<file path="config.mk">
export PLATFORM = sky130hd
export DESIGN_NAME = lirs_front
export DESIGN_NICKNAME = d
export VERILOG_FILES = /design/src/hw/rtl/lirs_pkg.sv /design/src/hw/rtl/lirs_front.sv
export SDC_FILE = /design/constraint.sdc
export NUM_CORES = 1
export LEC_CHECK = 0
export BUFFER_PORTS_ARGS = -buffer_cell sky130_fd_sc_hd__buf_2
export CORE_ASPECT_RATIO = 0.75
export CORE_MARGIN = 10
export CORE_UTILIZATION = 42
export CTS_BUF_LIST = sky130_fd_sc_hd__clkbuf_4 sky130_fd_sc_hd__clkbuf_8 sky130_fd_sc_hd__clkbuf_16
export CTS_CLUSTER_DIAMETER = 150
export DETAILED_ROUTE_END_ITERATION = 16
export PLACE_DENSITY_LB_ADDON = 0.1
export SLEW_MARGIN = 20
export SYNTH_ARGS = -nofsm -noshare
export SYNTH_HDL_FRONTEND = slang
export SYNTH_SLANG_ARGS = --single-unit
</file>
<file path="constraint.sdc">
create_clock -name clk -period 0.8 [get_ports clk]
set_input_delay 0.16 -clock clk [delete_from_list [all_inputs] [get_ports clk]]
set_output_delay 0.16 -clock clk [all_outputs]
set_load 0.02 [all_outputs]
</file>
<file path="src/hw/rtl/lirs_pkg.sv">
// ----------------------------------------------------------------------------
// lirs_pkg
// Types and constants shared by the resampler front, queue and back.
// ----------------------------------------------------------------------------
package lirs_pkg;

	localparam int SAMPLE_BITS = 16;
	localparam int FRAC_BITS   = 16;
	localparam int RATIO_BITS  = 24;
	localparam int POS_BITS    = 25;

	localparam logic [RATIO_BITS-1:0] RATIO_RESET = RATIO_BITS'(1) << FRAC_BITS;
	localparam logic [RATIO_BITS-1:0] MIN_RATIO   = RATIO_BITS'(1) << (FRAC_BITS - 4);

	localparam int FIFO_DEPTH    = 4;
	localparam int FIFO_PTR_BITS = $clog2(FIFO_DEPTH);

	// what the back has to do for one input sample
	typedef enum logic [1:0] {
		KIND_PRIME,     // first sample of a stream, nothing to emit
		KIND_SPAN,      // interpolate over the interval ending here
		KIND_SPAN_END,  // interpolate, then hold the final sample
		KIND_SOLO       // first and final sample: hold only
	} kind_t;

	typedef struct packed {
		kind_t                          kind;
		logic signed [SAMPLE_BITS-1:0]  prev;
		logic signed [SAMPLE_BITS-1:0]  cur;
	} cmd_t;

endpackage

</file>
<file path="src/hw/rtl/lirs_front.sv">
// ----------------------------------------------------------------------------
// lirs_front
// Accepts input samples, tracks stream start and classifies each transfer.
// ----------------------------------------------------------------------------
module lirs_front (
	input  logic                                  clk,
	input  logic                                  arst_n,
	input  logic                                  in_valid,
	output logic                                  in_stall,
	input  logic signed [lirs_pkg::SAMPLE_BITS-1:0] in_sample,
	input  logic                                  in_last,
	input  logic                                  cmd_full,
	output logic                                  cmd_push,
	output lirs_pkg::cmd_t                        cmd_wr
);
	import lirs_pkg::*;

	logic signed [SAMPLE_BITS-1:0] prev_q;
	logic                          primed_q;

	assign in_stall = cmd_full;
	assign cmd_push = in_valid && !cmd_full;

	always_comb begin
		cmd_wr.prev = prev_q;
		cmd_wr.cur  = in_sample;
		if (primed_q) begin
			cmd_wr.kind = in_last ? KIND_SPAN_END : KIND_SPAN;
		end else begin
			cmd_wr.kind = in_last ? KIND_SOLO : KIND_PRIME;
		end
	end

	always_ff @(posedge clk or negedge arst_n) begin
		if (!arst_n) begin
			prev_q   <= '0;
			primed_q <= 1'b0;
		end else if (cmd_push) begin
			if (in_last) begin
				prev_q   <= '0;
				primed_q <= 1'b0;
			end else begin
				prev_q   <= in_sample;
				primed_q <= 1'b1;
			end
		end
	end

endmodule

</file>
==> results of run 1 <==
==> cell families (layout without fill, tap and decap cells) <==
family,Yosys count,count (layout)
simple gates,17,17
flops,17,17
buf+inv,22,78
mux,17,17
xor+xnor,1,1
==> sequential cells by signal, summed over array words and instances (netlist names) <==
signal    count
prev_q       16
primed_q      1
==> path summary, 6_finish.rpt <==
path / end / slack, ps
min reg2reg: prev_q[10]$_DFFE_PN0P_ / 540
max reg2reg: prev_q[13]$_DFFE_PN0P_ / -100
min in group asynchronous: prev_q[10]$_DFFE_PN0P_ / 300
min: prev_q[14]$_DFFE_PN0P_ / 210
max in group asynchronous: prev_q[6]$_DFFE_PN0P_ / 210
max: cmd_wr[32] / -380
==> worst max-delay path, cell delays in order (launching register included) <==
cell	delay, ps
dfrtp_1	430
xor2_2	160
buf_6	130
==> cells in the mapped netlist <==
master	instances	area share (%)
mux2_2	8	9.5
buf_4	18	14
buf_2	1	0.53
nor2b_4	1	1.4
inv_1	1	0.39
buf_12	1	2.1
xor2_1	1	0.92
dfrtp_1	17	45
mux2i_1	1	1.1
and2b_1	7	5.5
nor2b_1	9	5.9
mux2_4	8	13
buf_6	1	1.2
==> power by group <==
part	switching (mW)	leakage (nW)	internal [mW]	total, mW
combinational	0.414	0.541	0.542	0.956
clock	0.276	0.0177	0.186	0.462
sequential	0.0839	0.218	0.966	1.05
==> per-stage QoR <==
stage / utilization (%) / instances / area (um^2) / setup TNS [ps] / hold WS, ps
6_report: 68.6 / 154 / 1430 / -4110 / 207
4_1_cts: 65.8 / 150 / 1370 / -4060 / 202
2_1_floorplan: - / 74 / 960 / -1830 / -136
3_3_place_gp: 55.3 / 137 / 1150 / -3910 / 107
5_1_grt: 68.6 / 154 / 1430 / -4970 / 203
3_5_place_dp: 55.3 / 137 / 1150 / -4050 / 102
==> cell type report <==
class                      instances  share of cell area (%)
clock inverter                     1                   0.350
clock buffer                       3                    1.57
sequential                        17                    29.7
tap                               24                    2.10
multi-input combinational         35                    25.6
timing repair buffer              73                    40.3
inverter                           1                   0.262
==> layer usage <==
metal,up-vias,global-route usage (%),share of wire [%]
li1,330,-,-
met1,322,10.8,40
met2,31,15.9,50
met3,2,5.31,9.8
met4,0,1.61,0.38
met5,-,0,0
==> timing repair <==
action                                  in CTS  in global routing
endpoints found under the hold margin       17                  0
gates resized for setup                     38                  8
endpoints found under the setup margin      18                 25
setup buffers                                8                  4
hold buffers                                 1                  0
==> summary.md, run 1 <==
| Metric | Value |
|---|---|
| H-Tree Depth | `1` |
| Final WL | `2370 um` |
| Final Skew | `0 ps` |
| Vias in the first global route | `704` |
| Slew @ Worst Pin | `381 ps` |
| Post-synthesis instance total | `74` |
| DPL Wire Length | `1670 um` |
| Clock Pin Slew Worst Setup and Hold Paths | `110 ps` |
| Area of the multi-input gates | `367 um^2` |
| Final nets | `152` |
| Nature of the critical path endpoint | `output pin` |
| Wirelength per Cell | `15.4 um` |
| R2r startpoint | `prev_q[13]$_DFFE_PN0P_` |
| Total Power | `2.47 mW` |
| Final setup vio count | `24` |
| Initial antenna violation count | `0` |
| Root buffer cell | `clkbuf_4` |
| GRT Util Overall | `9.58%` |
| Commonest non-fill, non-tap cells in the layout | `37 x buf_2, 23 x buf_6, 17 x dfrtp_1` |
| Clk sink count | `17` |
| Final WS setup | `-376 ps` |
| TritonCTS clock tree | `yes` |
| Worst Path Class, Setup | `reg -> out` |
| Gr ovfl total | `0` |
| Synthesized Nets | `95` |
| CP startpoint kind | `flop` |
| Failing checks | `setup timing` |
| Vias per cell | `4.45` |
| Number of synthesized register bits | `17` |
| Largest family of logic cells by synthesized area | `multiplexers` |
| Full die area | `4590 um^2` |
| Share of cells above drive strength 1 | `72.3%` |
| Pre-CTS setup slack | `-249 ps` |
| Max cap viols | `0` |
| Routability cong. | `0.627` |
| Sequential Area | `425 um^2` |
| Die Ht | `61.2 um` |
| # rows | `14` |
| Leak | `0.777 nW` |
| PD cells | `1730 nW/um^2` |
| CP Max Fanout | `2` |
| Startpoint of the worst hold path | `in_sample[14]` |
| Inserted Clock Buffers | `3` |
| Number of distinct library cells after synthesis | `13` |
| Worst path required time | `640 ps` |
| DR vias | `685` |
| Outcome | `finished, violations left` |
| Starting Density | `45.7%` |
| First-pass GRT wire length | `3390 um` |
| DRT iter0 DRCs | `34` |
| ANT cells | `0` |
| Fmax achieved | `851 MHz` |
| Max-slew violation count | `0` |
| Mean Syn Cell Area | `12.9 um^2` |
| Drt pass-1 iters | `3` |
| Final hold violations | `0` |
| Fillers | `166` |
| Sequential fraction of the synthesis area | `44.7%` |
| Xor/xnor share of the synthesized area | `0.920%` |
| Final period utilization | `147%` |
| Area Overhead vs Synth | `50.2%` |
| Core ar. | `2080 um^2` |
| Simple-Gate Fraction of Synth Area | `12.9%` |
| RSZ-0062 raised after global routing | `true` |
| Multiplexer share of the synthesized area | `23.1%` |
| Compound-cell area share of the yosys netlist | `0%` |
| Commonest non-fill, non-tap cell in the layout | `buf_2` |
| I/O Pins | `57` |
| WHS Path Cells | `3` |
| Critical path data arrival time | `1020 ps` |
| R2R cell count | `2` |
| Antenna-violating nets left | `0` |
| Clock latency on the worst-skew pair | `280 ps` |
| CTS Buffer Depth | `2` |
| Port buffer count | `56` |
| Worst VDD drop | `0.922 mV` |
| Worst min path class | `in -> reg` |
| Number of remaining DRC errors | `0` |
| Slew HR | `74.6%` |
| Synth Area in Adders | `0%` |
| Final worst path period need | `1180 ps` |
| Largest net degree at the start of global routing | `18` |
| Cell Area, Synth | `952 um^2` |
| YS warnings | `0` |
| Chip Width | `75.0 um` |
| Worst setup startpoint | `primed_q$_DFFE_PN0P_` |
Power figures use the tool's default switching activity.
==> run 2, diff against run 1 <==
--- a/config.mk
+++ b/config.mk
@@ -13,6 +13,7 @@
 export CTS_CLUSTER_DIAMETER = 150
 export DETAILED_ROUTE_END_ITERATION = 16
 export PLACE_DENSITY_LB_ADDON = 0.1
+export RECOVER_POWER = 50
 export SLEW_MARGIN = 20
 export SYNTH_ARGS = -nofsm -noshare
 export SYNTH_HDL_FRONTEND = slang
==> run 2 against run 1 <==
Net effect:
- the run still ends with setup timing left
- cell count stayed put
- register-to-register slack hardly changed
- hold slack better by 2.2 ps
- power is 0.44% lower
- combinational power is 1% lower
- design area is 1.5% lower
- wire length is 0.21% higher
- critical path depth stayed put
- clock-buffer cell count stayed put
- critical path type unchanged
- largest cell class unchanged
- highest routed layer unchanged
==> summary.md, run 2 (synthesis results as in run 1) <==
| Metric | Value |
|---|---|
| Slew @ Worst Pin | `423 ps` |
| RSZ-0062 raised after global routing | `true` |
| Fin cells | `154` |
| Final Skew | `0 ps` |
| Starting Density | `45.7%` |
| Flop pwr share | `42.7%` |
| Final WS setup | `-376 ps` |
| Final setup vio count | `24` |
| DRT iter0 DRCs | `36` |
| Gr ovfl total | `0` |
| Share of cells above drive strength 1 | `59.2%` |
| R2R cell count | `2` |
| Hold path endpoint | `prev_q[10]$_DFFE_PN0P_` |
| Biggest regs | `prev_q: 16 flops, primed_q: 1 flops` |
| Min Hold Slack | `210 ps` |
| Slowest stage cell, crit path | `dfrtp_1` |
| Met1 usage in global routing | `10.8%` |
| Total Power | `2.46 mW` |
| WHS Path Cells | `3` |
| Commonest non-fill, non-tap cells in the layout | `23 x buf_6, 19 x buf_2, 17 x clkbuf_1, 17 x dfrtp_1, 10 x mux2_4` |
| Largest Register | `prev_q` |
| PD cells | `1740 nW/um^2` |
| Chip Width | `75.0 um` |
| Inserted Clock Buffers | `3` |
| Logic pwr share | `38.5%` |
| RR Endpoint | `prev_q[13]$_DFFE_PN0P_` |
| Reg2Reg Setup Slack | `-100 ps` |
| Vias in the first global route | `704` |
| Switching power share of the total | `31.6%` |
| TritonCTS clock tree | `yes` |
| TNS Setup | `-4110 ps` |
| CP Max Fanout | `2` |
| Worst Path Class, Setup | `reg -> out` |
| Number of flip-flops in the largest register | `16` |
| DPL Wire Length | `1670 um` |
| CP startpoint kind | `flop` |
| Startpoint of the worst hold path | `in_sample[10]` |
| GRT Util Overall | `9.58%` |
| Fmax achieved | `850 MHz` |
| Clock latency on the worst-skew pair | `280 ps` |
| Drt pass-1 iters | `3` |
| Post-DP Area | `1150 um^2` |
| ANT cells | `0` |
| Initial antenna violation count | `0` |
| Global Route met2 Usage | `15.9%` |
| Busiest grt layer | `met2` |
| Antenna-violating nets left | `0` |
| Final worst path period need | `1180 ps` |
| Final hold violations | `0` |
| R2r startpoint | `prev_q[13]$_DFFE_PN0P_` |
| Commonest non-fill, non-tap cell in the layout | `buf_6` |
| Outcome | `finished, violations left` |
| Internal power | `1.68 mW` |
| Design area | `1410 um^2` |
| Largest net degree at the start of global routing | `18` |
| Clk sink count | `17` |
| H-Tree Depth | `1` |
| Final nets | `152` |
| Worst min path class | `in -> reg` |
| Worst path required time | `640 ps` |
| CTS Buffer Depth | `2` |
| Final period utilization | `147%` |
| Root buffer cell | `clkbuf_4` |
| Area Overhead vs Synth | `48.0%` |
| Max-slew violation count | `0` |
| Net Sw Power | `0.775 mW` |
| Routability cong. | `0.627` |
| Failing checks | `setup timing` |
| Global routing met3 resource utilization | `5.31%` |
| Clock Power Share | `18.8%` |
| Fillers | `172` |
| Crit-path cells | `xor2_2, buf_6` |
| Clock Pin Slew Worst Setup and Hold Paths | `110 ps` |
| DR vias | `683` |
| Port buffer count | `56` |
| Leak | `0.731 nW` |
| Nature of the critical path endpoint | `output pin` |
| Vias per cell | `4.44` |
| Core ar. | `2080 um^2` |
| Post-Place Cells | `137` |
| Die Ht | `61.2 um` |
| # rows | `14` |
| Number of remaining DRC errors | `0` |
| Worst VDD drop | `0.921 mV` |
| Full die area | `4590 um^2` |
| Slew HR | `71.8%` |
| Max cap viols | `0` |
| Wirelength per Cell | `15.4 um` |
| Final WL | `2370 um` |
| Critical path data arrival time | `1020 ps` |
| Worst path max stage delay | `430 ps` |
| First-pass GRT wire length | `3390 um` |
| I/O Pins | `57` |
[run 2: final cells by class]
| type | instances | area, um^2 | share of cell area [%] |
|---|---|---|---|
| Clock buffer | 3 | 22.5 | 1.60 |
| Clock inverter | 1 | 5.00 | 0.355 |
| Inverter | 1 | 3.75 | 0.266 |
| Multi-Input combinational cell | 35 | 367 | 26.0 |
| Sequential cell | 17 | 425 | 30.2 |
| Tap cell | 24 | 30.0 | 2.13 |
| Timing Repair Buffer | 73 | 556 | 39.4 |
[run 2: power by group through the flow]
stage | Clock, mW | Combinational (mW) | Sequential [mW]
3_5_place_dp | 0 | 0.712 | 1.04
4_1_cts | 0.479 | 0.915 | 1.05
3_3_place_gp | 0 | 0.708 | 1.04
2_1_floorplan | 0 | 0.367 | 1.16
5_1_grt | 0.527 | 1.01 | 1.06
6_report | 0.462 | 0.946 | 1.05
[run 2: worst max path at each step]
| stage | startpoint | endpoint | slack, ps | depth (start not counted) |
|---|---|---|---|---|
| floorplan | in_valid | prev_q[1]$_DFFE_PN0P_ | -170 | 4 |
| global placement | cmd_full | prev_q[10]$_DFFE_PN0P_ | -230 | 4 |
| detailed placement | cmd_full | prev_q[12]$_DFFE_PN0P_ | -250 | 4 |
| CTS | primed_q$_DFFE_PN0P_ | cmd_wr[32] | -380 | 2 |
| global route | primed_q$_DFFE_PN0P_ | cmd_wr[32] | -430 | 2 |
| finish | primed_q$_DFFE_PN0P_ | cmd_wr[32] | -380 | 2 |
[run 2: per-stage QoR]
step           setup WS [ps]  util, %
3_3_place_gp            -235     55.3
2_1_floorplan           -174        -
6_report                -376     67.6
4_1_cts                 -382     65.8
3_5_place_dp            -249     55.3
5_1_grt                 -426     67.6
[run 2: metal layers]
layer / share of wire [%] / wire length [um]
met1: 40 / 944
met2: 50 / 1170
met3: 10 / 242
met4: 0.38 / 9
met5: 0 / 0
[run 2: worst max-delay path: cells and delay by family (launching register included)]
family | cells | cell delay (ps)
flip-flops | 1 | 430
buffers and inverters | 1 | 130
XOR/XNOR | 1 | 160
[run 2: repair_timing]
action,in CTS,in global routing
resized for setup,38,8
hold buffers,1,0
hold endpoints to repair,17,0
endpoints found under the setup margin,18,25
buffers inserted,8,4
==> run 3, diff against run 2 <==
--- a/config.mk
+++ b/config.mk
@@ -5,14 +5,13 @@
 export SDC_FILE = /design/constraint.sdc
 export NUM_CORES = 1
 export LEC_CHECK = 0
-export BUFFER_PORTS_ARGS = -buffer_cell sky130_fd_sc_hd__buf_2
-export CORE_ASPECT_RATIO = 0.75
 export CORE_MARGIN = 10
-export CORE_UTILIZATION = 42
+export CORE_UTILIZATION = 60
 export CTS_BUF_LIST = sky130_fd_sc_hd__clkbuf_4 sky130_fd_sc_hd__clkbuf_8 sky130_fd_sc_hd__clkbuf_16
 export CTS_CLUSTER_DIAMETER = 150
 export DETAILED_ROUTE_END_ITERATION = 16
-export PLACE_DENSITY_LB_ADDON = 0.1
+export DONT_BUFFER_PORTS = 1
+export PLACE_DENSITY = 0.76
 export RECOVER_POWER = 50
 export SLEW_MARGIN = 20
 export SYNTH_ARGS = -nofsm -noshare
==> run 3 against run 2 <==
Net effect:
- the run ends with hold timing, setup timing left
- critical path depth down 1
- clock power about the same
- non-clock buffer count down 41
- register-to-register slack about the same
- highest routed layer unchanged
==> summary.md, run 3 (synthesis results as in run 1) <==
| Metric | Value |
|---|---|
| Commonest non-fill, non-tap cells in the layout | `17 x buf_6, 16 x dfrtp_1, 12 x buf_4` |
| Outcome | `finished, violations left` |
| Worst path max stage delay | `450 ps` |
| Wirelength per Cell | `17.7 um` |
| RSZ-0062 raised after global routing | `true` |
| Design area | `1160 um^2` |
| Vias in the first global route | `579` |
| Core ar. | `1510 um^2` |
| Area Overhead vs Synth | `22.2%` |
| DPL Wire Length | `1280 um` |
| GRT Util Overall | `10.3%` |
| Worst min path class | `in -> async` |
| Final WL | `1860 um` |
| CP startpoint kind | `flop` |
| Crit-path leading delay family | `flip-flops` |
| Slew HR | `41.9%` |
| TritonCTS clock tree | `yes` |
| Leak | `0.589 nW` |
| Gr ovfl total | `0` |
| Pre-CTS setup slack | `-147 ps` |
| Crit-path cells | `xor2_4` |
| DR vias | `522` |
| Vias per cell | `4.97` |
| Slew @ Worst Pin | `872 ps` |
| Full die area | `3580 um^2` |
| Buf/Inv on CP | `0` |
| Share of cells above drive strength 1 | `60.7%` |
| Worst VDD drop | `1.12 mV` |
| Slowest stage cell, crit path | `dfrtp_2` |
| R2r startpoint | `prev_q[2]$_DFFE_PN0P_` |
| Clock Pin Slew Worst Setup and Hold Paths | `110 ps` |
| Number of remaining DRC errors | `0` |
| Biggest regs | `prev_q: 16 flops, primed_q: 1 flops` |
| Final Skew | `0 ps` |
| Final setup vio count | `21` |
| Post-DP Area | `956 um^2` |
| WP depth | `1` |
| Final WS setup | `-326 ps` |
| Fmax achieved | `888 MHz` |
| Largest Register | `prev_q` |
| Initial antenna violation count | `0` |
| Worst path required time | `640 ps` |
| ANT cells | `0` |
| Drt pass-1 iters | `2` |
| CP Max Fanout | `2` |
| Final nets | `111` |
| Starting Density | `63.2%` |
| Routability cong. | `0.589` |
| Final hold violations | `17` |
| Antenna-violating nets left | `0` |
| Final period utilization | `141%` |
| Clock latency on the worst-skew pair | `290 ps` |
| Max cap viols | `0` |
| Port buffer count | `0` |
| Inserted Clock Buffers | `3` |
| Final worst path period need | `1130 ps` |
| Number of flip-flops in the largest register | `16` |
| Nature of the critical path endpoint | `output pin` |
| Critical path data arrival time | `970 ps` |
| Min Hold Slack | `-51.7 ps` |
| Die Ht | `59.8 um` |
| First-pass GRT wire length | `2800 um` |
| Largest net degree at the start of global routing | `20` |
| Failing checks | `hold timing, setup timing` |
| # rows | `14` |
| DRT iter0 DRCs | `4` |
| I/O Pins | `57` |
| PD cells | `1900 nW/um^2` |
| Chip Width | `59.8 um` |
| CTS Buffer Depth | `2` |
| H-Tree Depth | `1` |
| Max-slew violation count | `0` |
| Worst Path Class, Setup | `reg -> out` |
| Commonest non-fill, non-tap cell in the layout | `buf_6` |
| Fillers | `115` |
| R2R cell count | `2` |
| Worst setup startpoint | `primed_q$_DFFE_PN0P_` |
| Root buffer cell | `clkbuf_4` |
| Clk sink count | `17` |
[run 3: where the power goes]
part	leakage [nW]	internal (mW)	total, mW	switching, mW
sequential	0.217	0.968	1.05	0.0840
clock	0.0177	0.186	0.460	0.274
combinational	0.354	0.421	0.704	0.284
[run 3: layout make-up]
cell class	instances	area [um^2]	share of cell area, %
sequential	17	427	36.7
clock inverter	1	5.00	0.430
timing repair buffer	32	315	27.1
clock buffer	3	22.5	1.94
tap	16	20.0	1.72
inverter	1	3.75	0.323
multi-input combinational	35	370	31.8
[run 3: per-stage QoR]
step	hold slack, ps	setup TNS, ps	std cells	utilization, %	power, mW
2_1_floorplan	-136	-1830	74	-	1.53
3_3_place_gp	-135	-1870	87	63.5	1.58
3_5_place_dp	-135	-2080	87	63.5	1.59
4_1_cts	112	-5120	97	73.3	2.21
5_1_grt	24.1	-4510	105	77.2	2.33
6_report	-51.7	-3720	105	77.2	2.22
[run 3: per-layer routing]
layer	vias up	global-route usage [%]	share of wire, %
met5	-	0	0
met3	2	5.72	12
li1	246	-	-
met2	24	16.6	49
met4	0	3.85	0.75
met1	250	10.9	38
[run 3: final timing paths]
| check | slack [ps] | to |
|---|---|---|
| max in group asynchronous | 270 | primed_q$_DFFE_PN0P_ |
| min in group clk | 120 | prev_q[10]$_DFFE_PN0P_ |
| max | -330 | cmd_wr[32] |
| min | -50 | prev_q[2]$_DFFE_PN0P_ |
| max reg2reg | -100 | prev_q[2]$_DFFE_PN0P_ |
| min reg2reg | 540 | prev_q[14]$_DFFE_PN0P_ |
[run 3: repair_timing]
| action | in CTS | in global routing |
|---|---|---|
| cloned | 0 | 0 |
| setup endpoints to repair | 17 | 40 |
| gates resized for setup | 18 | 3 |
| hold buffers | 2 | 0 |
| buffers inserted | 4 | 8 |
| endpoints found under the hold margin | 18 | 0 |
