==> config.mk <==
export PLATFORM = sky130hd
export DESIGN_NAME = lirs_cmd_fifo
export DESIGN_NICKNAME = d
export VERILOG_FILES = /design/src/hw/rtl/lirs_pkg.sv /design/src/hw/rtl/lirs_cmd_fifo.sv
export SDC_FILE = /design/constraint.sdc
export NUM_CORES = 1
export LEC_CHECK = 0
export ABC_AREA = 1
export BUFFER_PORTS_ARGS = -buffer_cell sky130_fd_sc_hd__buf_2
export CAP_MARGIN = 20
export CORE_MARGIN = 5
export CORE_UTILIZATION = 60
export DETAILED_ROUTE_END_ITERATION = 8
export PLACE_DENSITY_LB_ADDON = 0.12
export SETUP_SLACK_MARGIN = 0.2
export SYNTH_ARGS = -nofsm -noshare
export SYNTH_HDL_FRONTEND = slang
export SYNTH_SLANG_ARGS = --single-unit
==> constraint.sdc <==
create_clock -name clk -period 4.3 [get_ports clk]
set_clock_uncertainty 0.05 [all_clocks]
set_input_delay 0.86 -clock clk [delete_from_list [all_inputs] [get_ports clk]]
set_output_delay 0.86 -clock clk [all_outputs]
set_load 0.05 [all_outputs]
==> src/hw/rtl/lirs_pkg.sv <==
// ----------------------------------------------------------------------------
// lirs_pkg
// Types and constants shared by the resampler front, queue and back.
// ----------------------------------------------------------------------------
package lirs_pkg;

	localparam int SAMPLE_BITS = 16;
	localparam int FRAC_BITS   = 16;
	localparam int RATIO_BITS  = 24;
	localparam int POS_BITS    = 25;

	localparam logic [RATIO_BITS-1:0] RATIO_RESET = RATIO_BITS'(1) << FRAC_BITS;
	localparam logic [RATIO_BITS-1:0] MIN_RATIO   = RATIO_BITS'(1) << (FRAC_BITS - 4);

	localparam int FIFO_DEPTH    = 4;
	localparam int FIFO_PTR_BITS = $clog2(FIFO_DEPTH);

	// what the back has to do for one input sample
	typedef enum logic [1:0] {
		KIND_PRIME,     // first sample of a stream, nothing to emit
		KIND_SPAN,      // interpolate over the interval ending here
		KIND_SPAN_END,  // interpolate, then hold the final sample
		KIND_SOLO       // first and final sample: hold only
	} kind_t;

	typedef struct packed {
		kind_t                          kind;
		logic signed [SAMPLE_BITS-1:0]  prev;
		logic signed [SAMPLE_BITS-1:0]  cur;
	} cmd_t;

endpackage

==> src/hw/rtl/lirs_cmd_fifo.sv <==
// ----------------------------------------------------------------------------
// lirs_cmd_fifo
// Short command queue between the front and the back.
// ----------------------------------------------------------------------------
module lirs_cmd_fifo (
	input  logic           clk,
	input  logic           arst_n,
	input  logic           push,
	input  lirs_pkg::cmd_t wr_data,
	output logic           full,
	input  logic           pop,
	output lirs_pkg::cmd_t rd_data,
	output logic           empty
);
	import lirs_pkg::*;

	cmd_t                     entry_q [FIFO_DEPTH];
	logic [FIFO_PTR_BITS-1:0] wr_ptr_q;
	logic [FIFO_PTR_BITS-1:0] rd_ptr_q;
	logic [FIFO_PTR_BITS:0]   count_q;

	assign full    = (count_q == (FIFO_PTR_BITS+1)'(FIFO_DEPTH));
	assign empty   = (count_q == '0);
	assign rd_data = entry_q[rd_ptr_q];

	always_ff @(posedge clk) begin
		if (push) begin
			entry_q[wr_ptr_q] <= wr_data;
		end
	end

	always_ff @(posedge clk or negedge arst_n) begin
		if (!arst_n) begin
			wr_ptr_q <= '0;
			rd_ptr_q <= '0;
			count_q  <= '0;
		end else begin
			if (push) begin
				wr_ptr_q <= wr_ptr_q + 1'b1;
			end
			if (pop) begin
				rd_ptr_q <= rd_ptr_q + 1'b1;
			end
			if (push && !pop) begin
				count_q <= count_q + 1'b1;
			end else if (pop && !push) begin
				count_q <= count_q - 1'b1;
			end
		end
	end

endmodule

==> impl_metrics.prom, run 1 <==
# TYPE chip_impl_metric gauge
chip_impl_metric{name="initial_utilization",unit="%"} 61.9
chip_impl_metric{name="design.die.area",unit="um^2"} 11700
chip_impl_metric{name="crit_path_max_incr_delay",unit="ns"} 1.05
chip_impl_metric{name="critPathRequiredTime",unit="ns"} 3.39
chip_impl_metric{name="clk_transition_reported_paths",unit="ns"} 0.06
chip_impl_metric{name="clock_tree.htree_level_count",unit=""} 4
chip_impl_metric{name="timing.max_cap.violations",unit=""} 0
chip_impl_metric{name="numCtsBuffers",unit=""} 17
chip_impl_metric{name="power.switching",unit="mW"} 2.38
chip_impl_metric{name="route.detailed.drc",unit=""} 0
chip_impl_metric{name="drt-initial-drc-count",unit=""} 218
chip_impl_info{name="crit_path_cell_trace",value="buf_4, o211ai_1, nand2_1, buf_2"} 1
chip_impl_metric{name="global_route.overflow_total",unit=""} 0
chip_impl_info{name="reg2reg_from",value="wr_ptr_q[0]"} 1
chip_impl_metric{name="power.internal",unit="mW"} 3.04
chip_impl_metric{name="hold_slack",unit="ns"} 0.126
chip_impl_metric{name="r2r_slack",unit="ns"} 2.12
chip_impl_metric{name="synthDominantCellAreaShare",unit="%"} 70.7
chip_impl_metric{name="mappedNetlistNets",unit=""} 488
chip_impl_metric{name="number_of_input_and_output_port_buffers_inserted",unit=""} 73
chip_impl_metric{name="period_needed",unit="ns"} 3.36
chip_impl_metric{name="vdd.ir_drop.worst",unit="mV"} 0.579
chip_impl_metric{name="dr.pass1.iters",unit=""} 5
chip_impl_metric{name="power_density",unit="nW/um^2"} 804
chip_impl_metric{name="seq_power_share",unit="%"} 37.6
chip_impl_metric{name="max-slew-margin-rel",unit="%"} 37.0
chip_impl_metric{name="fin_crit_sh",unit="%"} 78.1
chip_impl_metric{name="leak_pwr",unit="nW"} 2.78
chip_impl_metric{name="postCtsHoldBufs",unit=""} 0
chip_impl_metric{name="placement_rows",unit=""} 35
chip_impl_info{name="synth_top_area_cell",value="sky130_fd_sc_hd__edfxtp_1"} 1
chip_impl_metric{name="critPathMaxFanout",unit=""} 97
chip_impl_metric{name="grt_antenna_before_repair",unit=""} 0
chip_impl_metric{name="post_cts_setup_buffers",unit=""} 0
chip_impl_metric{name="gpl.final_weighted_congestion",unit=""} 0.677
chip_impl_metric{name="clk_latency",unit="ns"} 0.50
chip_impl_metric{name="fp.dieW",unit="um"} 108
chip_impl_metric{name="antenna_left",unit=""} 0
chip_impl_info{name="dominantRegCellSynth",value="sky130_fd_sc_hd__edfxtp_1"} 1
chip_impl_metric{name="totalWireLength",unit="um"} 10200
chip_impl_metric{name="syn-instance-count",unit=""} 444
chip_impl_metric{name="yosys_warnings",unit=""} 0
chip_impl_metric{name="maxSlewViolCount",unit=""} 0
chip_impl_metric{name="layout-area-overhead-vs-synth",unit="%"} 16.8
chip_impl_metric{name="worstSetupPathDepth",unit=""} 4
chip_impl_metric{name="maximum_number_of_pins_on_one_net_before_global_route_repair",unit=""} 98
chip_impl_metric{name="number_of_global_route_vias_before_repair",unit=""} 3429
chip_impl_metric{name="setup_viol",unit=""} 0
chip_impl_metric{name="ctsResizeCount",unit=""} 0
chip_impl_metric{name="setup_total_negative_slack",unit="ns"} 0
chip_impl_metric{name="fill_cells",unit=""} 635
chip_impl_metric{name="rr_worst_depth",unit=""} 5
chip_impl_metric{name="io-pin-count",unit=""} 74
chip_impl_metric{name="groute.usage.overall",unit="%"} 19.1
chip_impl_metric{name="synthDistinctLibCells",unit=""} 17
chip_impl_metric{name="critPathBufInv",unit=""} 2
chip_impl_metric{name="grt_first_pass_wirelength",unit="um"} 16700
chip_impl_info{name="timing.critical_path.max_delay_family",value="flip-flops"} 1
chip_impl_info{name="hold_class",value="input port to asynchronous set/reset pin"} 1
chip_impl_metric{name="tightest_slew",unit="ns"} 0.944
chip_impl_metric{name="post_synthesis_register_bit_count",unit=""} 143
chip_impl_metric{name="cts_max_path_buffers",unit=""} 2
chip_impl_metric{name="final_layout_size_suffix_gt1_share",unit="%"} 21.2
chip_impl_metric{name="syn-cell-area",unit="um^2"} 5770
chip_impl_metric{name="syn-mean-instance-area",unit="um^2"} 13.0
chip_impl_info{name="post_synth_main_area_contributors",value="sky130_fd_sc_hd__edfxtp_1 71%, sky130_fd_sc_hd__o211ai_1 8.8%, sky130_fd_sc_hd__nand2_1 7.5%"} 1
chip_impl_metric{name="critical_path_arrival",unit="ns"} 2.45
chip_impl_metric{name="detail_routed_via_count_per_cell",unit=""} 5.19
chip_impl_metric{name="finish.net_count",unit=""} 565
chip_impl_info{name="crit_path_end",value="rd_data[16]"} 1
chip_impl_info{name="worstSetupStartpointType",value="flop"} 1
chip_impl_metric{name="synth_edf_count",unit=""} 136
chip_impl_metric{name="switching_share",unit="%"} 43.9
chip_impl_info{name="crit-reg2reg-capture",value="entry_q[0][29]"} 1
chip_impl_info{name="crit_start",value="rd_ptr_q[0]"} 1
chip_impl_info{name="run_status",value="complete, no violations"} 1
chip_impl_info{name="cts.root.buffer_cell",value="sky130_fd_sc_hd__clkbuf_8"} 1
chip_impl_metric{name="avgRoutedWirePerCell",unit="um"} 15.4
chip_impl_info{name="criticalPathCategory",value="flop to primary output"} 1
chip_impl_metric{name="combPwrFrac",unit="%"} 39.5
chip_impl_metric{name="routed-via-count",unit=""} 3438
chip_impl_metric{name="async_reset_ff_share",unit="%"} 4.90
chip_impl_metric{name="antenna_cells_inserted",unit=""} 0
chip_impl_metric{name="clockPowerShare",unit="%"} 22.9
chip_impl_metric{name="floorplan.die.height",unit="um"} 108
chip_impl_info{name="tritoncts",value="done"} 1
chip_impl_metric{name="detailed_placement_wirelength_estimate",unit="um"} 6180
chip_impl_metric{name="synth_seq_area_share",unit="%"} 73.8
chip_impl_info{name="grt_setup_unrepaired",value="no"} 1
chip_impl_info{name="slowest_stage",value="sky130_fd_sc_hd__dfrtp_4"} 1
chip_impl_metric{name="report.final.hold_viol_count",unit=""} 0
chip_impl_info{name="timing.critical_path.to_type",value="primary output"} 1
chip_impl_metric{name="core_area",unit="um^2"} 9330
chip_impl_metric{name="clock.fmax",unit="GHz"} 0.298
chip_impl_metric{name="clkSinkCount",unit=""} 143
==> power groups by stage <==
stage	Sequential, mW	Combinational, mW	Clock [mW]
after detailed placement	2.06	2.16	0
after global placement	2.05	2.13	0
after CTS	2.03	2.18	1.26
final	2.04	2.14	1.24
after floorplan	1.92	1.81	0
after global routing	2.08	2.31	1.33
==> logic make-up after synthesis <==
group,after synthesis,share of synthesized area (%)
xor gates and xnor gates,4,0.607
AOI/OAI and AO/OA,69,8.93
DFF,143,73.8
and+or+nand+nor,119,7.85
buffers and inverters,103,7.41
adders and majority gates,6,1.43
==> layout make-up <==
type | count | area [um^2] | share of cell area [%]
multi-input combinational | 198 | 1090 | 16.1
timing repair buffer | 81 | 425 | 6.31
inverter | 80 | 300 | 4.45
sequential | 143 | 4260 | 63.2
tap | 129 | 161 | 2.39
clock buffer | 17 | 414 | 6.14
clock inverter | 14 | 95.1 | 1.41
==> Yosys cell counts, drive strengths merged, types with 2 or more instances <==
| master | n |
|---|---|
| ha | 5 |
| buf | 21 |
| edfxtp | 136 |
| clkbuf | 2 |
| dfrtp | 7 |
| inv | 80 |
| o211ai | 68 |
| xor2 | 3 |
| nor3 | 2 |
| nand2 | 115 |
==> how the worst min path moves through the flow <==
| stage | depth (start not counted) | to | slack (ns) |
|---|---|---|---|
| finish | 1 | rd_ptr_q[0] | 0.13 |
| detailed placement | 2 | count_q[2] | 0.44 |
| global route | 1 | rd_ptr_q[0] | 0.11 |
| CTS | 1 | count_q[1] | 0.11 |
| global placement | 2 | count_q[2] | 0.43 |
| floorplan | 2 | count_q[2] | 0.41 |
==> layer usage <==
metal | GRT usage (%) | wire length (um) | part of all wire [%] | vias to the layer above
li1 | - | - | - | 1685
met1 | 23.9 | 4450 | 44 | 1637
met2 | 32.3 | 5030 | 49 | 103
met3 | 5.49 | 554 | 5.4 | 13
met4 | 6.13 | 143 | 1.4 | 0
met5 | 0 | 0 | 0 | -
==> placed cells by master, fill, tap and decap left out, drive strengths merged <==
cell,instances
o21ai,1
xnor2,1
inv,82
nand4,1
buf,81
clkbuf,17
nand2,115
clkinv,6
fa,1
o211ai,68
clkinvlp,6
dfrtp,7
edfxtp,136
ha,5
nand3,1
nor3,2
xor2,3
==> state kept, by name, summed over array words and instances (netlist names) <==
register / cells
wr_ptr_q: 2
rd_ptr_q: 2
entry_q: 136
count_q: 3
==> through the flow <==
step | cell area, um^2 | worst slack, ns | cells | util [%] | power, mW
5_1_grt | 6750 | 0.740 | 662 | 72.3 | 5.72
3_3_place_gp | 6240 | 1.53 | 631 | 66.9 | 4.18
6_report | 6750 | 0.940 | 662 | 72.3 | 5.42
4_1_cts | 6750 | 0.941 | 662 | 72.3 | 5.47
2_1_floorplan | 5770 | 1.87 | 444 | - | 3.73
3_5_place_dp | 6240 | 1.48 | 631 | 66.9 | 4.23
No activity file was read; power rests on OpenSTA's default activity.
==> run 2, diff against run 1 <==
--- a/config.mk
+++ b/config.mk
@@ -9,7 +9,7 @@
 export BUFFER_PORTS_ARGS = -buffer_cell sky130_fd_sc_hd__buf_2
 export CAP_MARGIN = 20
 export CORE_MARGIN = 5
-export CORE_UTILIZATION = 60
+export CORE_UTILIZATION = 52
 export DETAILED_ROUTE_END_ITERATION = 8
 export PLACE_DENSITY_LB_ADDON = 0.12
 export SETUP_SLACK_MARGIN = 0.2
==> constraint.sdc (replaced) <==
create_clock -name clk -period 2.71 [get_ports clk]
set_clock_uncertainty 0.05 [all_clocks]
set_input_delay 0.542 -clock clk [delete_from_list [all_inputs] [get_ports clk]]
set_output_delay 0.542 -clock clk [all_outputs]
set_load 0.05 [all_outputs]
==> run 2 against run 1 <==
  * Sequential share of layout area shrank 2.7 points
  * Clock power rose by 98%
  * Via count increased by 1.9%
  * Combinational power grew 82%
  * Global-route usage fell by 1.2 points
  * Non-clock buffer count is 10 higher
  * Power rose by 74%
  * Critical path depth is 1 higher
  * Cell count is 3.5% higher
==> impl_metrics.prom, run 2 (synthesis results as in run 1) <==
# TYPE chip_impl_metric gauge
chip_impl_metric{name="clk_transition_reported_paths",unit="ns"} 0.06
chip_impl_metric{name="global_route.overflow_total",unit=""} 0
chip_impl_metric{name="vdd.ir_drop.worst",unit="mV"} 0.762
chip_impl_metric{name="core_area",unit="um^2"} 10800
chip_impl_metric{name="initial_utilization",unit="%"} 53.3
chip_impl_metric{name="setup_slack",unit="ns"} 0.255
chip_impl_metric{name="max-slew-margin-rel",unit="%"} 64.3
chip_impl_metric{name="dpl-instance-area",unit="um^2"} 6300
chip_impl_metric{name="maxSlewViolCount",unit=""} 0
chip_impl_metric{name="clock_tree.htree_level_count",unit=""} 4
chip_impl_metric{name="power_density",unit="nW/um^2"} 1340
chip_impl_metric{name="place.detailed.instances",unit=""} 646
chip_impl_metric{name="design.die.area",unit="um^2"} 13300
chip_impl_info{name="tritoncts",value="done"} 1
chip_impl_metric{name="combPwrFrac",unit="%"} 41.3
chip_impl_metric{name="antenna_left",unit=""} 0
chip_impl_metric{name="finish.net_count",unit=""} 575
chip_impl_info{name="run_status",value="complete, no violations"} 1
chip_impl_info{name="reg2reg_from",value="wr_ptr_q[1]"} 1
chip_impl_info{name="cts.root.buffer_cell",value="sky130_fd_sc_hd__clkbuf_8"} 1
chip_impl_metric{name="fin_area",unit="um^2"} 7050
chip_impl_metric{name="rr_worst_depth",unit=""} 6
chip_impl_metric{name="power.internal",unit="mW"} 5.52
chip_impl_metric{name="number_of_input_and_output_port_buffers_inserted",unit=""} 73
chip_impl_metric{name="clkSinkCount",unit=""} 143
chip_impl_metric{name="numCtsBuffers",unit=""} 17
chip_impl_info{name="timing.critical_path.to_type",value="primary output"} 1
chip_impl_metric{name="detail_routed_via_count_per_cell",unit=""} 5.12
chip_impl_info{name="max_flop_register",value="entry_q"} 1
chip_impl_metric{name="report.final.hold_viol_count",unit=""} 0
chip_impl_metric{name="route.detailed.drc",unit=""} 0
chip_impl_metric{name="critical_path_arrival",unit="ns"} 1.86
chip_impl_info{name="worst_case_hold_path_end_point",value="entry_q[2][28]"} 1
chip_impl_metric{name="fill_cells",unit=""} 838
chip_impl_info{name="worstSetupStartpointType",value="flop"} 1
chip_impl_metric{name="layout-area-overhead-vs-synth",unit="%"} 22.1
chip_impl_metric{name="critPathMaxFanout",unit=""} 7
chip_impl_info{name="crit-reg2reg-capture",value="entry_q[1][1]"} 1
chip_impl_metric{name="totalWireLength",unit="um"} 11100
chip_impl_metric{name="power.switching",unit="mW"} 3.90
chip_impl_metric{name="gpl.final_weighted_congestion",unit=""} 0.704
chip_impl_metric{name="placement_rows",unit=""} 38
chip_impl_info{name="layout_common_cells",value="136 x sky130_fd_sc_hd__edfxtp_1, 115 x sky130_fd_sc_hd__nand2_1, 75 x sky130_fd_sc_hd__inv_1"} 1
chip_impl_metric{name="storage_element_area",unit="um^2"} 4260
chip_impl_info{name="worstHoldStart",value="wr_data[28]"} 1
chip_impl_metric{name="avgRoutedWirePerCell",unit="um"} 16.3
chip_impl_metric{name="critPathRequiredTime",unit="ns"} 2.12
chip_impl_metric{name="leak_pwr",unit="nW"} 2.90
chip_impl_metric{name="r2r_slack",unit="ns"} 0.85
chip_impl_metric{name="largest_reg_flops",unit=""} 136
chip_impl_metric{name="setup_total_negative_slack",unit="ns"} 0
chip_impl_metric{name="pre_cts_slack",unit="ns"} 0.509
chip_impl_info{name="hold_class",value="input port to flop"} 1
chip_impl_metric{name="period_needed",unit="ns"} 2.46
chip_impl_metric{name="maximum_number_of_pins_on_one_net_before_global_route_repair",unit=""} 48
chip_impl_metric{name="switching_share",unit="%"} 41.4
chip_impl_metric{name="grt_antenna_before_repair",unit=""} 0
chip_impl_metric{name="fp.dieW",unit="um"} 115
chip_impl_metric{name="seq_power_share",unit="%"} 32.6
chip_impl_metric{name="drt-initial-drc-count",unit=""} 154
chip_impl_metric{name="hold_slack",unit="ns"} 0.174
chip_impl_metric{name="clockPowerShare",unit="%"} 26.0
chip_impl_info{name="criticalPathCategory",value="flop to primary output"} 1
chip_impl_info{name="grt_setup_unrepaired",value="yes"} 1
chip_impl_metric{name="timing.hold.worst_path_depth",unit=""} 1
chip_impl_metric{name="routed-via-count",unit=""} 3505
chip_impl_metric{name="detailed_placement_wirelength_estimate",unit="um"} 6630
chip_impl_metric{name="finish.cell_count_without_fillers",unit=""} 685
chip_impl_info{name="layout_commonest_cell",value="sky130_fd_sc_hd__edfxtp_1"} 1
chip_impl_metric{name="cts_max_path_buffers",unit=""} 2
chip_impl_metric{name="groute.usage.overall",unit="%"} 17.8
chip_impl_metric{name="final_layout_size_suffix_gt1_share",unit="%"} 22.6
chip_impl_metric{name="number_of_global_route_vias_before_repair",unit=""} 3584
chip_impl_metric{name="timing.max_cap.violations",unit=""} 0
chip_impl_metric{name="grt_first_pass_wirelength",unit="um"} 17700
chip_impl_metric{name="setup_viol",unit=""} 0
chip_impl_metric{name="multi_input_logic_area",unit="um^2"} 1090
chip_impl_metric{name="dr.pass1.iters",unit=""} 4
chip_impl_metric{name="clk_latency",unit="ns"} 0.52
chip_impl_metric{name="tightest_slew",unit="ns"} 0.535
chip_impl_metric{name="floorplan.die.height",unit="um"} 115
chip_impl_info{name="reg.largest.list",value="entry_q: 136 flops, count_q: 3 flops"} 1
chip_impl_metric{name="clock.fmax",unit="GHz"} 0.407
chip_impl_metric{name="io-pin-count",unit=""} 74
chip_impl_metric{name="fin_crit_sh",unit="%"} 90.6
-- run 2: changes by cell type in the layout (fill, tap and decap cells not counted), moves of 2 or more --
cell                         delta
sky130_fd_sc_hd__clkinv_1       +3
sky130_fd_sc_hd__buf_2          -8
sky130_fd_sc_hd__inv_1          -4
sky130_fd_sc_hd__buf_4          +4
sky130_fd_sc_hd__buf_6          +5
sky130_fd_sc_hd__clkinvlp_4     -2
sky130_fd_sc_hd__clkbuf_4       +5
sky130_fd_sc_hd__inv_6          -2
sky130_fd_sc_hd__clkinv_4       +2
sky130_fd_sc_hd__buf_12         +2
sky130_fd_sc_hd__clkinv_2       -2
sky130_fd_sc_hd__bufinv_16      +5
-- run 2: power groups by stage --
stage	clock [mW]	sequential, mW	combinational, mW
3_3_place_gp	0	3.17	3.58
2_1_floorplan	0	3.05	2.87
3_5_place_dp	0	3.20	3.62
4_1_cts	2.49	3.09	3.81
6_report	2.45	3.07	3.89
5_1_grt	2.60	3.11	4.19
-- run 2: metrics by stage --
step	utilization, %	power, mW
final	65.0	9.42
after global routing	65.0	9.90
after CTS	64.5	9.39
after detailed placement	58.2	6.82
after global placement	58.2	6.75
after floorplan	-	5.92
-- run 2: layer usage --
metal | routed length (um) | track usage [%] | vias to the layer above | share of wire [%]
met4 | 177 | 6.26 | 0 | 1.6
met3 | 641 | 6.11 | 21 | 5.8
met1 | 4850 | 22.1 | 1686 | 43
met5 | 0 | 0 | - | 0
met2 | 5480 | 29.4 | 93 | 49
li1 | - | - | 1705 | -
-- run 2: worst max-delay path, stage by stage (launching register included) --
cell and delay (ns):
sky130_fd_sc_hd__dfrtp_4 0.56, sky130_fd_sc_hd__buf_6 0.16, sky130_fd_sc_hd__buf_4 0.14, sky130_fd_sc_hd__o211ai_1 0.17
sky130_fd_sc_hd__nand2_1 0.09, sky130_fd_sc_hd__buf_2 0.21
-- run 2: repair_timing --
item | CTS | global route
resized for setup | 2 | 16
hold endpoints to repair | 7 | 0
setup buffers | 2 | 3
endpoints found under the setup margin | 28 | 32
hold buffers | 1 | 0
pin swaps | 0 | 2
-- run 2: worst max-delay path by stage --
stage	startpoint	depth (start not counted)	end
floorplan	count_q[0]	1	empty
global placement	rd_ptr_q[0]	4	rd_data[30]
detailed placement	rd_ptr_q[0]	4	rd_data[31]
CTS	rd_ptr_q[0]	5	rd_data[31]
global route	rd_ptr_q[0]	4	rd_data[30]
finish	rd_ptr_q[0]	5	rd_data[12]
-- run 2: cell type report --
cell class	instances	area share (%)
diodes	1	0.0355
clock buffers	18	5.93
clock inverters	14	3.07
inverters	80	4.29
multi-input cells	198	15.4
flip-flops and latches	143	60.5
well taps	140	2.48
repair buffers	91	8.32
==> run 3, diff against run 2 <==
--- a/config.mk
+++ b/config.mk
@@ -8,10 +8,9 @@
 export ABC_AREA = 1
 export BUFFER_PORTS_ARGS = -buffer_cell sky130_fd_sc_hd__buf_2
 export CAP_MARGIN = 20
-export CORE_MARGIN = 5
 export CORE_UTILIZATION = 52
 export DETAILED_ROUTE_END_ITERATION = 8
-export PLACE_DENSITY_LB_ADDON = 0.12
+export PLACE_DENSITY = 0.76
 export SETUP_SLACK_MARGIN = 0.2
 export SYNTH_ARGS = -nofsm -noshare
 export SYNTH_HDL_FRONTEND = slang
==> run 3 against run 2 <==
  * Cell count decreased by 0.73%
  * Critical endpoint is now rd_data[13]
  * First-iteration DRC count increased by 45%
  * Flip-flop and latch count unchanged
  * Largest power group unchanged
  * Via count decreased by 1.4%
==> impl_metrics.prom, run 3 (synthesis results as in run 1) <==
# TYPE chip_impl_metric gauge
chip_impl_metric{name="layout-area-overhead-vs-synth",unit="%"} 21.3
chip_impl_metric{name="vdd.ir_drop.worst",unit="mV"} 0.920
chip_impl_metric{name="fin_crit_sh",unit="%"} 90.0
chip_impl_metric{name="max-slew-margin-rel",unit="%"} 64.5
chip_impl_metric{name="grt_first_pass_wirelength",unit="um"} 16200
chip_impl_metric{name="leak_pwr",unit="nW"} 2.87
chip_impl_metric{name="r2r_slack",unit="ns"} 1.05
chip_impl_metric{name="fp.dieW",unit="um"} 107
chip_impl_metric{name="antenna_left",unit=""} 0
chip_impl_info{name="reg.largest.list",value="entry_q: 136 flops, count_q: 3 flops"} 1
chip_impl_info{name="layout_common_cells",value="136 x sky130_fd_sc_hd__edfxtp_1, 115 x sky130_fd_sc_hd__nand2_1, 75 x sky130_fd_sc_hd__inv_1"} 1
chip_impl_metric{name="number_of_input_and_output_port_buffers_inserted",unit=""} 73
chip_impl_metric{name="routed-via-count",unit=""} 3456
chip_impl_metric{name="route.detailed.drc",unit=""} 0
chip_impl_metric{name="detail_routed_via_count_per_cell",unit=""} 5.08
chip_impl_metric{name="initial_utilization",unit="%"} 53.3
chip_impl_info{name="tritoncts",value="done"} 1
chip_impl_info{name="worstHoldStart",value="wr_data[29]"} 1
chip_impl_metric{name="groute.usage.overall",unit="%"} 19.5
chip_impl_metric{name="timing.hold.worst_path_depth",unit=""} 1
chip_impl_metric{name="dr.pass1.iters",unit=""} 4
chip_impl_metric{name="drt-initial-drc-count",unit=""} 223
chip_impl_metric{name="placement_rows",unit=""} 38
chip_impl_metric{name="avgRoutedWirePerCell",unit="um"} 15.4
chip_impl_metric{name="number_of_global_route_vias_before_repair",unit=""} 3333
chip_impl_metric{name="clock_tree.htree_level_count",unit=""} 4
chip_impl_metric{name="totalWireLength",unit="um"} 10500
chip_impl_metric{name="critPathRequiredTime",unit="ns"} 2.12
chip_impl_metric{name="fill_cells",unit=""} 775
chip_impl_metric{name="finish.net_count",unit=""} 570
chip_impl_metric{name="setup_viol",unit=""} 0
chip_impl_metric{name="period_needed",unit="ns"} 2.44
chip_impl_metric{name="maxSlewViolCount",unit=""} 0
chip_impl_info{name="max_flop_register",value="entry_q"} 1
chip_impl_metric{name="clock.fmax",unit="GHz"} 0.410
chip_impl_metric{name="cts_max_path_buffers",unit=""} 2
chip_impl_metric{name="floorplan.die.height",unit="um"} 107
chip_impl_metric{name="gpl.final_weighted_congestion",unit=""} 0.731
chip_impl_info{name="grt_setup_unrepaired",value="no"} 1
chip_impl_metric{name="final_layout_size_suffix_gt1_share",unit="%"} 21.7
chip_impl_metric{name="report.final.hold_viol_count",unit=""} 0
chip_impl_metric{name="rr_worst_depth",unit=""} 5
chip_impl_info{name="crit_start",value="rd_ptr_q[0]"} 1
chip_impl_metric{name="clk_latency",unit="ns"} 0.52
chip_impl_metric{name="maximum_number_of_pins_on_one_net_before_global_route_repair",unit=""} 46
chip_impl_info{name="cts.root.buffer_cell",value="sky130_fd_sc_hd__clkbuf_8"} 1
chip_impl_metric{name="largest_reg_flops",unit=""} 136
chip_impl_metric{name="timing.max_cap.violations",unit=""} 0
chip_impl_metric{name="critical_path_arrival",unit="ns"} 1.85
chip_impl_metric{name="core_area",unit="um^2"} 10800
chip_impl_metric{name="design.die.area",unit="um^2"} 11500
chip_impl_info{name="reg2reg_from",value="wr_ptr_q[1]"} 1
chip_impl_info{name="hold_class",value="input port to flop"} 1
chip_impl_metric{name="clk_transition_reported_paths",unit="ns"} 0.06
chip_impl_metric{name="fin_util",unit="%"} 64.6
chip_impl_info{name="worstSetupStartpointType",value="flop"} 1
chip_impl_metric{name="power_density",unit="nW/um^2"} 1340
chip_impl_metric{name="io-pin-count",unit=""} 74
chip_impl_metric{name="detailed_placement_wirelength_estimate",unit="um"} 5950
chip_impl_metric{name="tightest_slew",unit="ns"} 0.532
chip_impl_metric{name="global_route.overflow_total",unit=""} 0
chip_impl_metric{name="critPathMaxFanout",unit=""} 18
chip_impl_info{name="timing.critical_path.to_type",value="primary output"} 1
chip_impl_metric{name="clkSinkCount",unit=""} 143
chip_impl_info{name="criticalPathCategory",value="flop to primary output"} 1
chip_impl_metric{name="grt_antenna_before_repair",unit=""} 2
chip_impl_metric{name="setup_total_negative_slack",unit="ns"} 0
chip_impl_info{name="layout_commonest_cell",value="sky130_fd_sc_hd__edfxtp_1"} 1
chip_impl_info{name="run_status",value="complete, no violations"} 1
chip_impl_metric{name="numCtsBuffers",unit=""} 17
## run 3: repair_timing
item	CTS	global route
setup endpoints to repair	24	22
setup buffers	2	1
pin swaps	0	1
gates resized for setup	4	3
hold endpoints to repair	7	0
hold buffers	1	0
## run 3: metrics by stage
stage	total power [mW]	hold WS (ns)	instances	instance area, um^2	setup slack [ns]
floorplan	5.92	0.196	444	5770	0.596
global placement	6.68	0.334	643	6280	0.567
detailed placement	6.77	0.339	643	6280	0.483
CTS	9.41	0.152	678	6990	0.192
global route	9.79	0.161	679	7000	0.202
finish	9.37	0.179	680	7000	0.272
## run 3: cell type report
cell class | instances | area, um^2 | share of cell area, %
Sequential cell | 143 | 4260 | 60.9
Multi-Input combinational cell | 198 | 1090 | 15.5
Timing Repair Buffer | 86 | 519 | 7.41
Clock buffer | 17 | 414 | 5.91
Inverter | 80 | 303 | 4.32
Clock inverter | 15 | 241 | 3.45
Tap cell | 140 | 175 | 2.50
Antenna cell | 1 | 2.50 | 0.0357
## run 3: worst max-delay path, stage by stage, from the launching register on
cell and delay [ns]:
sky130_fd_sc_hd__dfrtp_4 0.56, sky130_fd_sc_hd__buf_4 0.23, sky130_fd_sc_hd__o211ai_1 0.22, sky130_fd_sc_hd__nand2_1 0.11, sky130_fd_sc_hd__buf_4 0.20
## run 3: per-layer routing
| metal | global-route usage (%) | vias to the layer above | wire (um) |
|---|---|---|---|
| met5 | 0 | - | 0 |
| met4 | 7.73 | 0 | 143 |
| met3 | 7.14 | 15 | 770 |
| met2 | 33.5 | 108 | 5310 |
| met1 | 22.2 | 1640 | 4280 |
| li1 | - | 1693 | - |
## run 3: path summary, 6_finish.rpt
path | endpoint
worst max-delay path | rd_data[13]
worst min-delay path | entry_q[0][29]
worst max register to register | entry_q[0][31]
worst min register to register | count_q[2]
max in group asynchronous | rd_ptr_q[0]
min in group asynchronous | count_q[2]
## run 3: power breakdown
part           switching (mW)  total (mW)  internal, mW
sequential              0.167        3.08          2.91
combinational            2.82        3.76         0.939
clock                   0.859        2.53          1.68
